===== src/hdl/tsd_pkg.sv =====
`timescale 1ns / 1ps
// Shared types and constants for the touch swipe detector.
// No dependencies.
package tsd_pkg;

    localparam int PANEL_SIZE   = 480;
    localparam int COORD_W      = 9;
    localparam int SWIPE_W      = 2;

    localparam logic [COORD_W-1:0] THRESH_RESET = COORD_W'(60);

    localparam logic [SWIPE_W-1:0] SWIPE_NONE  = 2'd0;
    localparam logic [SWIPE_W-1:0] SWIPE_LEFT  = 2'd1;
    localparam logic [SWIPE_W-1:0] SWIPE_RIGHT = 2'd2;

    typedef struct packed {
        logic               touched;
        logic               dimmed;
        logic [COORD_W-1:0] raw_x;
        logic [COORD_W-1:0] raw_y;
    } t_tsd_in;

    typedef struct packed {
        logic               pressed;
        logic [COORD_W-1:0] point_x;
        logic [COORD_W-1:0] point_y;
        logic               touch_start;
        logic               activity;
        logic [SWIPE_W-1:0] swipe;
    } t_tsd_out;

endpackage


===== src/hdl/tsd_step.sv =====
`timescale 1ns / 1ps
// Touch tracking state and the per-transaction gesture logic.
// Depends on tsd_pkg.
module tsd_step (
    input  logic                          i_clk,
    input  logic                          i_rst_n,
    input  logic                          i_fire,
    input  tsd_pkg::t_tsd_in              i_item,
    input  logic [tsd_pkg::COORD_W-1:0]   i_threshold,
    output tsd_pkg::t_tsd_out             o_result
);
    import tsd_pkg::*;

    localparam int            ROT_W = $clog2(PANEL_SIZE) + 2;
    localparam logic [ROT_W-1:0] TOP     = ROT_W'(PANEL_SIZE - 1);
    localparam logic [ROT_W-1:0] SAT_MAX = ROT_W'((1 << COORD_W) - 1);

    logic               r_touch_active, n_touch_active;
    logic               r_swallow,      n_swallow;
    logic [COORD_W-1:0] r_start_x, n_start_x;
    logic [COORD_W-1:0] r_start_y, n_start_y;
    logic [COORD_W-1:0] r_last_x,  n_last_x;
    logic [COORD_W-1:0] r_last_y,  n_last_y;

    logic [ROT_W-1:0]   w_rx_ext;
    logic [ROT_W-1:0]   w_rot_diff;
    logic [COORD_W-1:0] w_rot_y;
    logic [COORD_W-1:0] w_adx;
    logic [COORD_W-1:0] w_ady;

    // 270 degree rotation: y = top - raw_x, clamped to [0, 479]
    always_comb begin
        w_rx_ext   = ROT_W'(i_item.raw_x);
        w_rot_diff = TOP - w_rx_ext;
        if (w_rx_ext > TOP) begin
            w_rot_y = '0;
        end else if (w_rot_diff > SAT_MAX) begin
            w_rot_y = '1;
        end else begin
            w_rot_y = w_rot_diff[COORD_W-1:0];
        end
    end

    assign w_adx = (r_last_x >= r_start_x) ? r_last_x - r_start_x : r_start_x - r_last_x;
    assign w_ady = (r_last_y >= r_start_y) ? r_last_y - r_start_y : r_start_y - r_last_y;

    always_comb begin
        n_touch_active = r_touch_active;
        n_swallow      = r_swallow;
        n_start_x      = r_start_x;
        n_start_y      = r_start_y;
        n_last_x       = r_last_x;
        n_last_y       = r_last_y;
        o_result       = '0;

        if (i_item.touched) begin
            o_result.activity = 1'b1;
            n_swallow = r_swallow | i_item.dimmed;
            if (n_swallow) begin
                // press in progress is dropped, no swipe check
                n_touch_active = 1'b0;
            end else begin
                o_result.pressed = 1'b1;
                o_result.point_x = i_item.raw_y;
                o_result.point_y = w_rot_y;
                if (!r_touch_active) begin
                    n_touch_active       = 1'b1;
                    n_start_x            = i_item.raw_y;
                    n_start_y            = w_rot_y;
                    o_result.touch_start = 1'b1;
                end
                n_last_x = i_item.raw_y;
                n_last_y = w_rot_y;
            end
        end else begin
            n_swallow = 1'b0;
            if (r_touch_active) begin
                n_touch_active = 1'b0;
                if (w_adx > i_threshold && w_adx > w_ady) begin
                    o_result.swipe = (r_last_x < r_start_x) ? SWIPE_LEFT : SWIPE_RIGHT;
                end
            end
        end
    end

    always_ff @(posedge i_clk) begin
        if (!i_rst_n) begin
            r_touch_active <= 1'b0;
            r_swallow      <= 1'b0;
            r_start_x      <= '0;
            r_start_y      <= '0;
            r_last_x       <= '0;
            r_last_y       <= '0;
        end else if (i_fire) begin
            r_touch_active <= n_touch_active;
            r_swallow      <= n_swallow;
            r_start_x      <= n_start_x;
            r_start_y      <= n_start_y;
            r_last_x       <= n_last_x;
            r_last_y       <= n_last_y;
        end
    end

endmodule


===== src/hdl/touch_swipe_detector_unit.sv =====
`timescale 1ns / 1ps
// Touch swipe detector top level: threshold register, gesture step, output skid.
// Depends on tsd_pkg and tsd_step.
//
//  Channel | Direction | Handshake              | Payload
//  --------+-----------+------------------------+---------------------------
//  in      | input     | i_in_valid / o_in_stall   | i_in  (t_tsd_in)
//  out     | output    | o_out_valid / i_out_stall | o_out (t_tsd_out)
//  cfg     | input     | i_cfg_valid / o_cfg_ready | i_cfg_data (swipe_threshold)
//
// One transaction per cycle sustained while o_in_stall is low; an accepted result
// is registered after the single-pass gesture logic before it reaches o_out.
// A second register (skid) takes the result when the output is stalled, so
// o_in_stall comes straight from a flop and rises only once both are full.
// Synchronous active-low reset clears tracking state and both valids, and
// loads the threshold with 60. The cfg port is always ready.
module touch_swipe_detector_unit (
    input  logic                        i_clk,
    input  logic                        i_rst_n,
    // input samples
    input  logic                        i_in_valid,
    output logic                        o_in_stall,
    input  tsd_pkg::t_tsd_in            i_in,
    // results
    output logic                        o_out_valid,
    input  logic                        i_out_stall,
    output tsd_pkg::t_tsd_out           o_out,
    // threshold register write
    input  logic                        i_cfg_valid,
    output logic                        o_cfg_ready,
    input  logic [tsd_pkg::COORD_W-1:0] i_cfg_data
);
    import tsd_pkg::*;

    logic [COORD_W-1:0] r_swipe_threshold;

    logic     w_in_fire;
    logic     w_out_take;
    t_tsd_out w_result;

    t_tsd_out r_out,       n_out;
    logic     r_out_valid, n_out_valid;
    t_tsd_out r_skid,      n_skid;
    logic     r_skid_valid, n_skid_valid;

    assign o_cfg_ready = 1'b1;

    always_ff @(posedge i_clk) begin
        if (!i_rst_n) begin
            r_swipe_threshold <= THRESH_RESET;
        end else if (i_cfg_valid && o_cfg_ready) begin
            r_swipe_threshold <= i_cfg_data;
        end
    end

    // stall only when the skid stage holds a result
    assign o_in_stall = r_skid_valid;
    assign w_in_fire  = i_in_valid && !r_skid_valid;
    assign w_out_take = r_out_valid && !i_out_stall;

    tsd_step u_step (
        .i_clk       (i_clk),
        .i_rst_n     (i_rst_n),
        .i_fire      (w_in_fire),
        .i_item      (i_in),
        .i_threshold (r_swipe_threshold),
        .o_result    (w_result)
    );

    // Output register plus skid. Skid is emptied into the output first;
    // a new result goes to the skid only when the output is held.
    always_comb begin
        n_out        = r_out;
        n_out_valid  = r_out_valid;
        n_skid       = r_skid;
        n_skid_valid = r_skid_valid;
        if (w_out_take || !r_out_valid) begin
            if (r_skid_valid) begin
                n_out        = r_skid;
                n_out_valid  = 1'b1;
                n_skid_valid = 1'b0;
            end else if (w_in_fire) begin
                n_out       = w_result;
                n_out_valid = 1'b1;
            end else begin
                n_out_valid = 1'b0;
            end
        end else if (w_in_fire) begin
            n_skid       = w_result;
            n_skid_valid = 1'b1;
        end
    end

    always_ff @(posedge i_clk) begin
        if (!i_rst_n) begin
            r_out_valid  <= 1'b0;
            r_skid_valid <= 1'b0;
        end else begin
            r_out_valid  <= n_out_valid;
            r_skid_valid <= n_skid_valid;
        end
    end

    always_ff @(posedge i_clk) begin
        r_out  <= n_out;
        r_skid <= n_skid;
    end

    assign o_out_valid = r_out_valid;
    assign o_out       = r_out;

    // skid never fills ahead of the output register
    a_skid_behind_out: assert property (@(posedge i_clk) disable iff (!i_rst_n)
        r_skid_valid |-> r_out_valid)
        else $error("skid holds a result while output register is empty");

    // a held output with a held skid keeps both
    a_skid_kept: assert property (@(posedge i_clk) disable iff (!i_rst_n)
        (r_skid_valid && i_out_stall) |=> (r_skid_valid && $stable(r_skid)))
        else $error("skid result lost under stall");

    a_start_pressed: assert property (@(posedge i_clk) disable iff (!i_rst_n)
        (o_out_valid && o_out.touch_start) |-> (o_out.pressed && o_out.activity))
        else $error("touch_start without a press");

    a_swipe_on_release: assert property (@(posedge i_clk) disable iff (!i_rst_n)
        (o_out_valid && o_out.swipe != SWIPE_NONE) |->
            (!o_out.activity && !o_out.pressed &&
             (o_out.swipe == SWIPE_LEFT || o_out.swipe == SWIPE_RIGHT)))
        else $error("swipe reported on a touched sample or bad code");

endmodule


===== config.mk =====
export PLATFORM = sky130hd
export DESIGN_NAME = touch_swipe_detector_unit
export DESIGN_NICKNAME = d
export VERILOG_FILES = /design/src/hdl/tsd_pkg.sv /design/src/hdl/tsd_step.sv /design/src/hdl/touch_swipe_detector_unit.sv
export SDC_FILE = /design/constraint.sdc
export NUM_CORES = 1
export LEC_CHECK = 0
export BUFFER_PORTS_ARGS = -buffer_cell sky130_fd_sc_hd__buf_2
export CORE_UTILIZATION = 25
export DETAILED_ROUTE_END_ITERATION = 6
export PLACE_DENSITY_LB_ADDON = 0.1
export SYNTH_ARGS = -nofsm -noshare
export SYNTH_HDL_FRONTEND = slang
export SYNTH_SLANG_ARGS = --single-unit

===== constraint.sdc =====
create_clock -name i_clk -period 4.58 [get_ports i_clk]
set_input_delay 0.916 -clock i_clk [delete_from_list [all_inputs] [get_ports i_clk]]
set_output_delay 0.916 -clock i_clk [all_outputs]
set_load 0.1 [all_outputs]

# == Yosys cells after proc, flatten, opt, wreduce, memory -nomap -nowiden ==
# Cells that the tools add are included.
# totals
word_cells,69
out_inout_bits,26
regBits,95
# classes
bitwise_logic,5
magnitude_cmp,7
addsub,5
n_reduce_logical,13
mux,18
# op_table
operator,count
23-bit 2-to-1 mux,2
9-bit 2-to-1 mux,4
9-bit subtractor,4
21-bit 2-to-1 mux,1
20-bit 2-to-1 mux,1
9-bit greater-or-equal comparator,2
9-bit > comparator,2
11-bit by 9-bit > comparator with 1-bit output (second input constant),1
9-bit by 9-bit subtractor with 10-bit output (first input constant),1
9-bit > comparator (second input constant),1
9-bit < comparator,1
2-bit 2-to-1 mux,4
1-bit 2-to-1 mux,6
1-bit NOT,4
2-bit AND reduction,2
4-bit AND reduction,1
1-bit logical AND,3
1-bit logical NOT,3
3-bit AND reduction,1
2-bit nonzero test,1
2-bit OR reduction,1
1-bit logical OR,1
1-bit bitwise OR,1

# == Longest topological paths before layout ==
# logic_depth
word_depth,9
depth_mapped,20
depth_no_buf,20

# == By module ==
# Synthesis repeated with hierarchy kept, for this count alone.
# unflattened
hier_cells,611
area_unflattened_um2,5939.4
# modules_own_cells
module,area_each_um2,n_inst,cells_each
tsd_step,3754.9,1,499
touch_swipe_detector_unit,2184.6,1,112

# == Worst setup path after synthesis ==
# OpenSTA, ideal clock, no wires.
# synth_timing
kind,register to register
from,register u_step.r_last_x[6]
to,"register r_out (netlist bit o_out[0]), data pin"
path_stages_with_launch,19
t_required_ns,4.310
n_path_buf,0
setup_time_ns,0.270
period_less_slack_ns,3.910
arrival_ns,3.640
path_slack_ns,0.670
cell_sequence,dfxtp_1 -> inv_1 -> ha_1 -> a21oi_1 -> o21a_2 -> o31ai_2 -> nor2_1 -> mux2i_1 -> o22ai_1 -> a211oi_2 -> ha_1 -> nand4_1 -> inv_1 -> nand3_1 -> nor3_1 -> a2111oi_0 -> o311ai_2 -> nand4_2 -> o31ai_2
# synth_via
elab_chain_cells,9
word_cells_on_any_way,14
cone_classes,add/sub: 2; order compare: 4; mux: 7; reduce/logical: 1
# synth_lines
element,line_no,source
from (decl),tsd_step.sv:22,"logic [COORD_W-1:0] r_last_x, n_last_x;"
from (signal assigned),tsd_step.sv:99,r_last_x <= n_last_x;
9-bit subtractor / 9-bit greater-or-equal comparator (equally long branches),tsd_step.sv:44,assign w_adx = (r_last_x >= r_start_x) ? r_last_x - r_start_x : r_start_x - r_last_x;
9-bit 2-to-1 mux,tsd_step.sv:44,
9-bit > comparator,tsd_step.sv:79,if (w_adx > i_threshold && w_adx > w_ady) begin
1-bit logical AND,tsd_step.sv:79,
2-bit 2-to-1 mux *,tsd_step.sv:79,
2-bit 2-to-1 mux *,tsd_step.sv:77,if (r_touch_active) begin
2-bit 2-to-1 mux *,tsd_step.sv:56,if (i_item.touched) begin
23-bit 2-to-1 mux *,touch_swipe_detector_unit.sv:82,end else if (w_in_fire) begin
23-bit 2-to-1 mux *,touch_swipe_detector_unit.sv:78,if (r_skid_valid) begin
to (signal assigned),touch_swipe_detector_unit.sv:105,r_out <= n_out;
to (decl),touch_swipe_detector_unit.sv:41,"t_tsd_out r_out, n_out;"
# Every way passes the cells marked *; elsewhere a longest branch is shown, timed or not. The select of a mux whose other input is x is not followed.
# A chain may end at the register's enable or synchronous reset.

# == Final worst setup path ==
# Ends and elaborated chain as after synthesis.

==> results_dict.tcl <==
set metrics [dict create \
    numCtsBuffers 9 \
    slew_headroom_pct 41.08 \
    hold_class "flip-flop to flip-flop" \
    synth-adder-area-share_pct 12.55 \
    critPathLaunchType "flip-flop" \
    cts_tree "done" \
    synth-main-ff-cell "dfxtp_1" \
    p_total_mw 2.518 \
    leakagePower_nw 2.899 \
    critPathRequiredTime_ps 4650 \
    ir_drop_mv 0.1372 \
    hold_slack_ps 478.4 \
    drt_iter0_drc 177 \
    dp_hpwl_um 10830 \
    syn2layout_area_growth_pct 15.89 \
    synth_xor_area_share_pct 1.655 \
    clk_path_buf_depth 2 \
    synth_fp_nets 707 \
    ys_ff_latch 95 \
    layout_common_cells "nand2_1 (96), inv_1 (60), buf_2 (58)" \
    path_clk_slew_ps 80 \
    initial_core_util_pct 25.63 \
    min_period_over_period_pct 93.81 \
    die_w_um 154.6 \
    grt_pass1_wl_um 24000 \
    drc_errors 0 \
    grt_pass1_vias 4319 \
    final_util_pct 29.70 \
    cp-end-kind "flip-flop" \
    synth_edf_count 46 \
    crit_path_top_delay_cell "o31ai_4" \
    yosysTopAreaCell "edfxtp_1" \
    diodes 0 \
    arrival_ps 4370 \
    setup_tns_ps 0 \
    synthesis.area_mm2 0.005821 \
    synth-seq-area-share_pct 40.58 \
    clock_sinks 95 \
    period_needed_ps 4297 \
    crit_buf_inv 2 \
    htreeDepth 3 \
    tightestPinTransition_ps 883.7 \
    grt_usage_pct 12.83 \
    clock_latency_ps 350 \
    postRouteWirelength_um 14560 \
    grt_max_degree 50 \
    syn_avg_cell_area_um2 9.434 \
    firstDrtPassIters 5 \
    drt-vias-per-instance 4.621 \
    powerDensity_mw_per_mm2 373.2 \
    placementRows 55 \
    synth_top_family_by_area "compound AO/OA/AOI/OAI gates" \
    antenna_left 0 \
    cts_root_buf "clkbuf_16" \
    path_cells "inv_1 > ha_1 > nand4_2 > o31ai_4 > o21ai_1 > o2bb2ai_1 > a311oi_2 > mux2i_1 > a211oi_2 > ha_1 > nand4_1 > inv_1 > nand3_1 > nor3_1 > a2111oi_2 > o311ai_2 > nand4_2 > o31ai_2" \
    crit_type "flip-flop to flip-flop" \
    final_common_cell "nand2_1" \
    yosysTopAreaCellShare_pct 23.73 \
    final_layout_size_suffix_gt1_share_pct 17.63 \
    async_reset_ff_share_pct 0 \
    io_pins 60 \
    pre_cts_slack_ps -16.47 \
    outcome "finished, final reports clean" \
    skew_ps 8.976 \
    worstPathMaxFanout 6 \
    critPathMaxStageDelay_ps 440 \
    synth_area_leaders "edfxtp_1 (24%), dfxtp_1 (17%), ha_1 (11%), nand2_1 (6.2%), inv_1 (3.9%)" \
    maxSlewViolCount 0 \
    gp_congestion 0.8176 \
    setup_ws_ps 283.5 \
    finalHoldViolations 0 \
    synth.mux.area_fraction_pct 4.407 \
    core_mm2 0.02271 \
    synthCells 617 \
    wire_per_inst_um 15.17 \
    setup_violations 0 \
    max_freq_mhz 232.7 \
    synth.distinct_cells 62 \
    die-area_mm2 0.02390 \
    ys_warn_count 0 \
    maxCapViolations 0 \
    overflow 0 \
    yosys.area_share.simple_pct 15.37 \
    numPortBuffers 58 \
    antenna_found_initial 0 \
    postCtsHoldBufs 0 \
    via_count 4436 \
    die_y_um 154.6 \
    crit_family "compound AO/OA/AOI/OAI gates" \
    fin_nets 760 \
    synth_compound_area_share_pct 19.73 \
]
stage by stage:
| step | cell area, um2 | std cells |
|---|---|---|
| after floorplan | 5821 | 617 |
| after global placement | 6416 | 942 |
| after detailed placement | 6416 | 942 |
| after CTS | 6706 | 958 |
| after global routing | 6745 | 960 |
| final | 6745 | 960 |
kinds of logic after synthesis:
group | count (synthesis)
AOI/OAI and AO/OA | 153
buffers and inverters | 84
adders and majority gates | 56
xor gates and xnor gates | 11
other | 1
muxes | 24
and+or+nand+nor | 193
DFF | 95
worst register-to-register path, stage by stage (launching register included):
cell       delay (ps)
dfxtp_1           360
inv_1              60
ha_1              400
nand4_2           210
o31ai_4           440
o21ai_1           120
o2bb2ai_1         200
a311oi_2          350
mux2i_1           130
a211oi_2          220
ha_1              310
nand4_1           130
inv_1              50
nand3_1           170
nor3_1             90
a2111oi_2         320
o311ai_2          190
nand4_2           190
o31ai_2            70
layer usage:
layer  wire (um)  part of all wire, %  global-route usage [%]
met2        6337                   44                   19.67
met1        7532                   52                   18.37
met4         186                  1.3                   3.536
met3         507                  3.5                   2.242
met5           0                    0                       0
flip-flops by register name, summed over array words and instances (netlist names), 9 cells and up:
register	flops
u_step.r_start_y	9
u_step.r_last_y	9
u_step.r_start_x	9
o_out	23
r_swipe_threshold	9
r_skid	23
u_step.r_last_x	9
cell type report:
cell class,count,area [um2]
clock buffer,9,225.2
clock inverter,7,62.56
fill,2395,15960
inverter,60,225.2
multi-input combinational,438,3163
sequential,95,2362
tap,285,356.6
timing repair buffer,66,350.3
what timing repair did:
item | CTS | global route
gates resized for setup | 1 | 5
pin swaps | 0 | 0
endpoints found under the hold margin | 0 | 0
setup buffers | 0 | 2
gates cloned | 0 | 0
setup endpoints to repair | 4 | 4
power breakdown:
group | total, mW | internal (mW) | switching [mW]
Combinational | 0.809 | 0.294 | 0.515
Clock | 0.755 | 0.382 | 0.373
Sequential | 0.953 | 0.932 | 0.0207
cells in the mapped netlist (13+ instances only):
cell type and n:
a21boi_0 25, a21oi_1 29, clkbuf_1 20, dfxtp_1 49
edfxtp_1 46, ha_1 52, inv_1 60, mux2_2 13
nand2_1 96, nor2_1 31, nor2b_1 14, o211a_1 17
o21ai_0 18
worst paths after layout:
check                                   start                          endpoint  slack, ps  depth (start not counted)
max           u_step.r_last_x[6]$_SDFFE_PN0P_                o_out[0]$_DFFE_PP_        280                         18
min          u_step.r_start_x[8]$_SDFFE_PN0P_  u_step.r_start_x[8]$_SDFFE_PN0P_        480                          2
max reg2reg   u_step.r_last_x[6]$_SDFFE_PN0P_                o_out[0]$_DFFE_PP_        280                         18
min reg2reg  u_step.r_start_x[8]$_SDFFE_PN0P_  u_step.r_start_x[8]$_SDFFE_PN0P_        480                          2
Power figures use the tool's default switching activity.
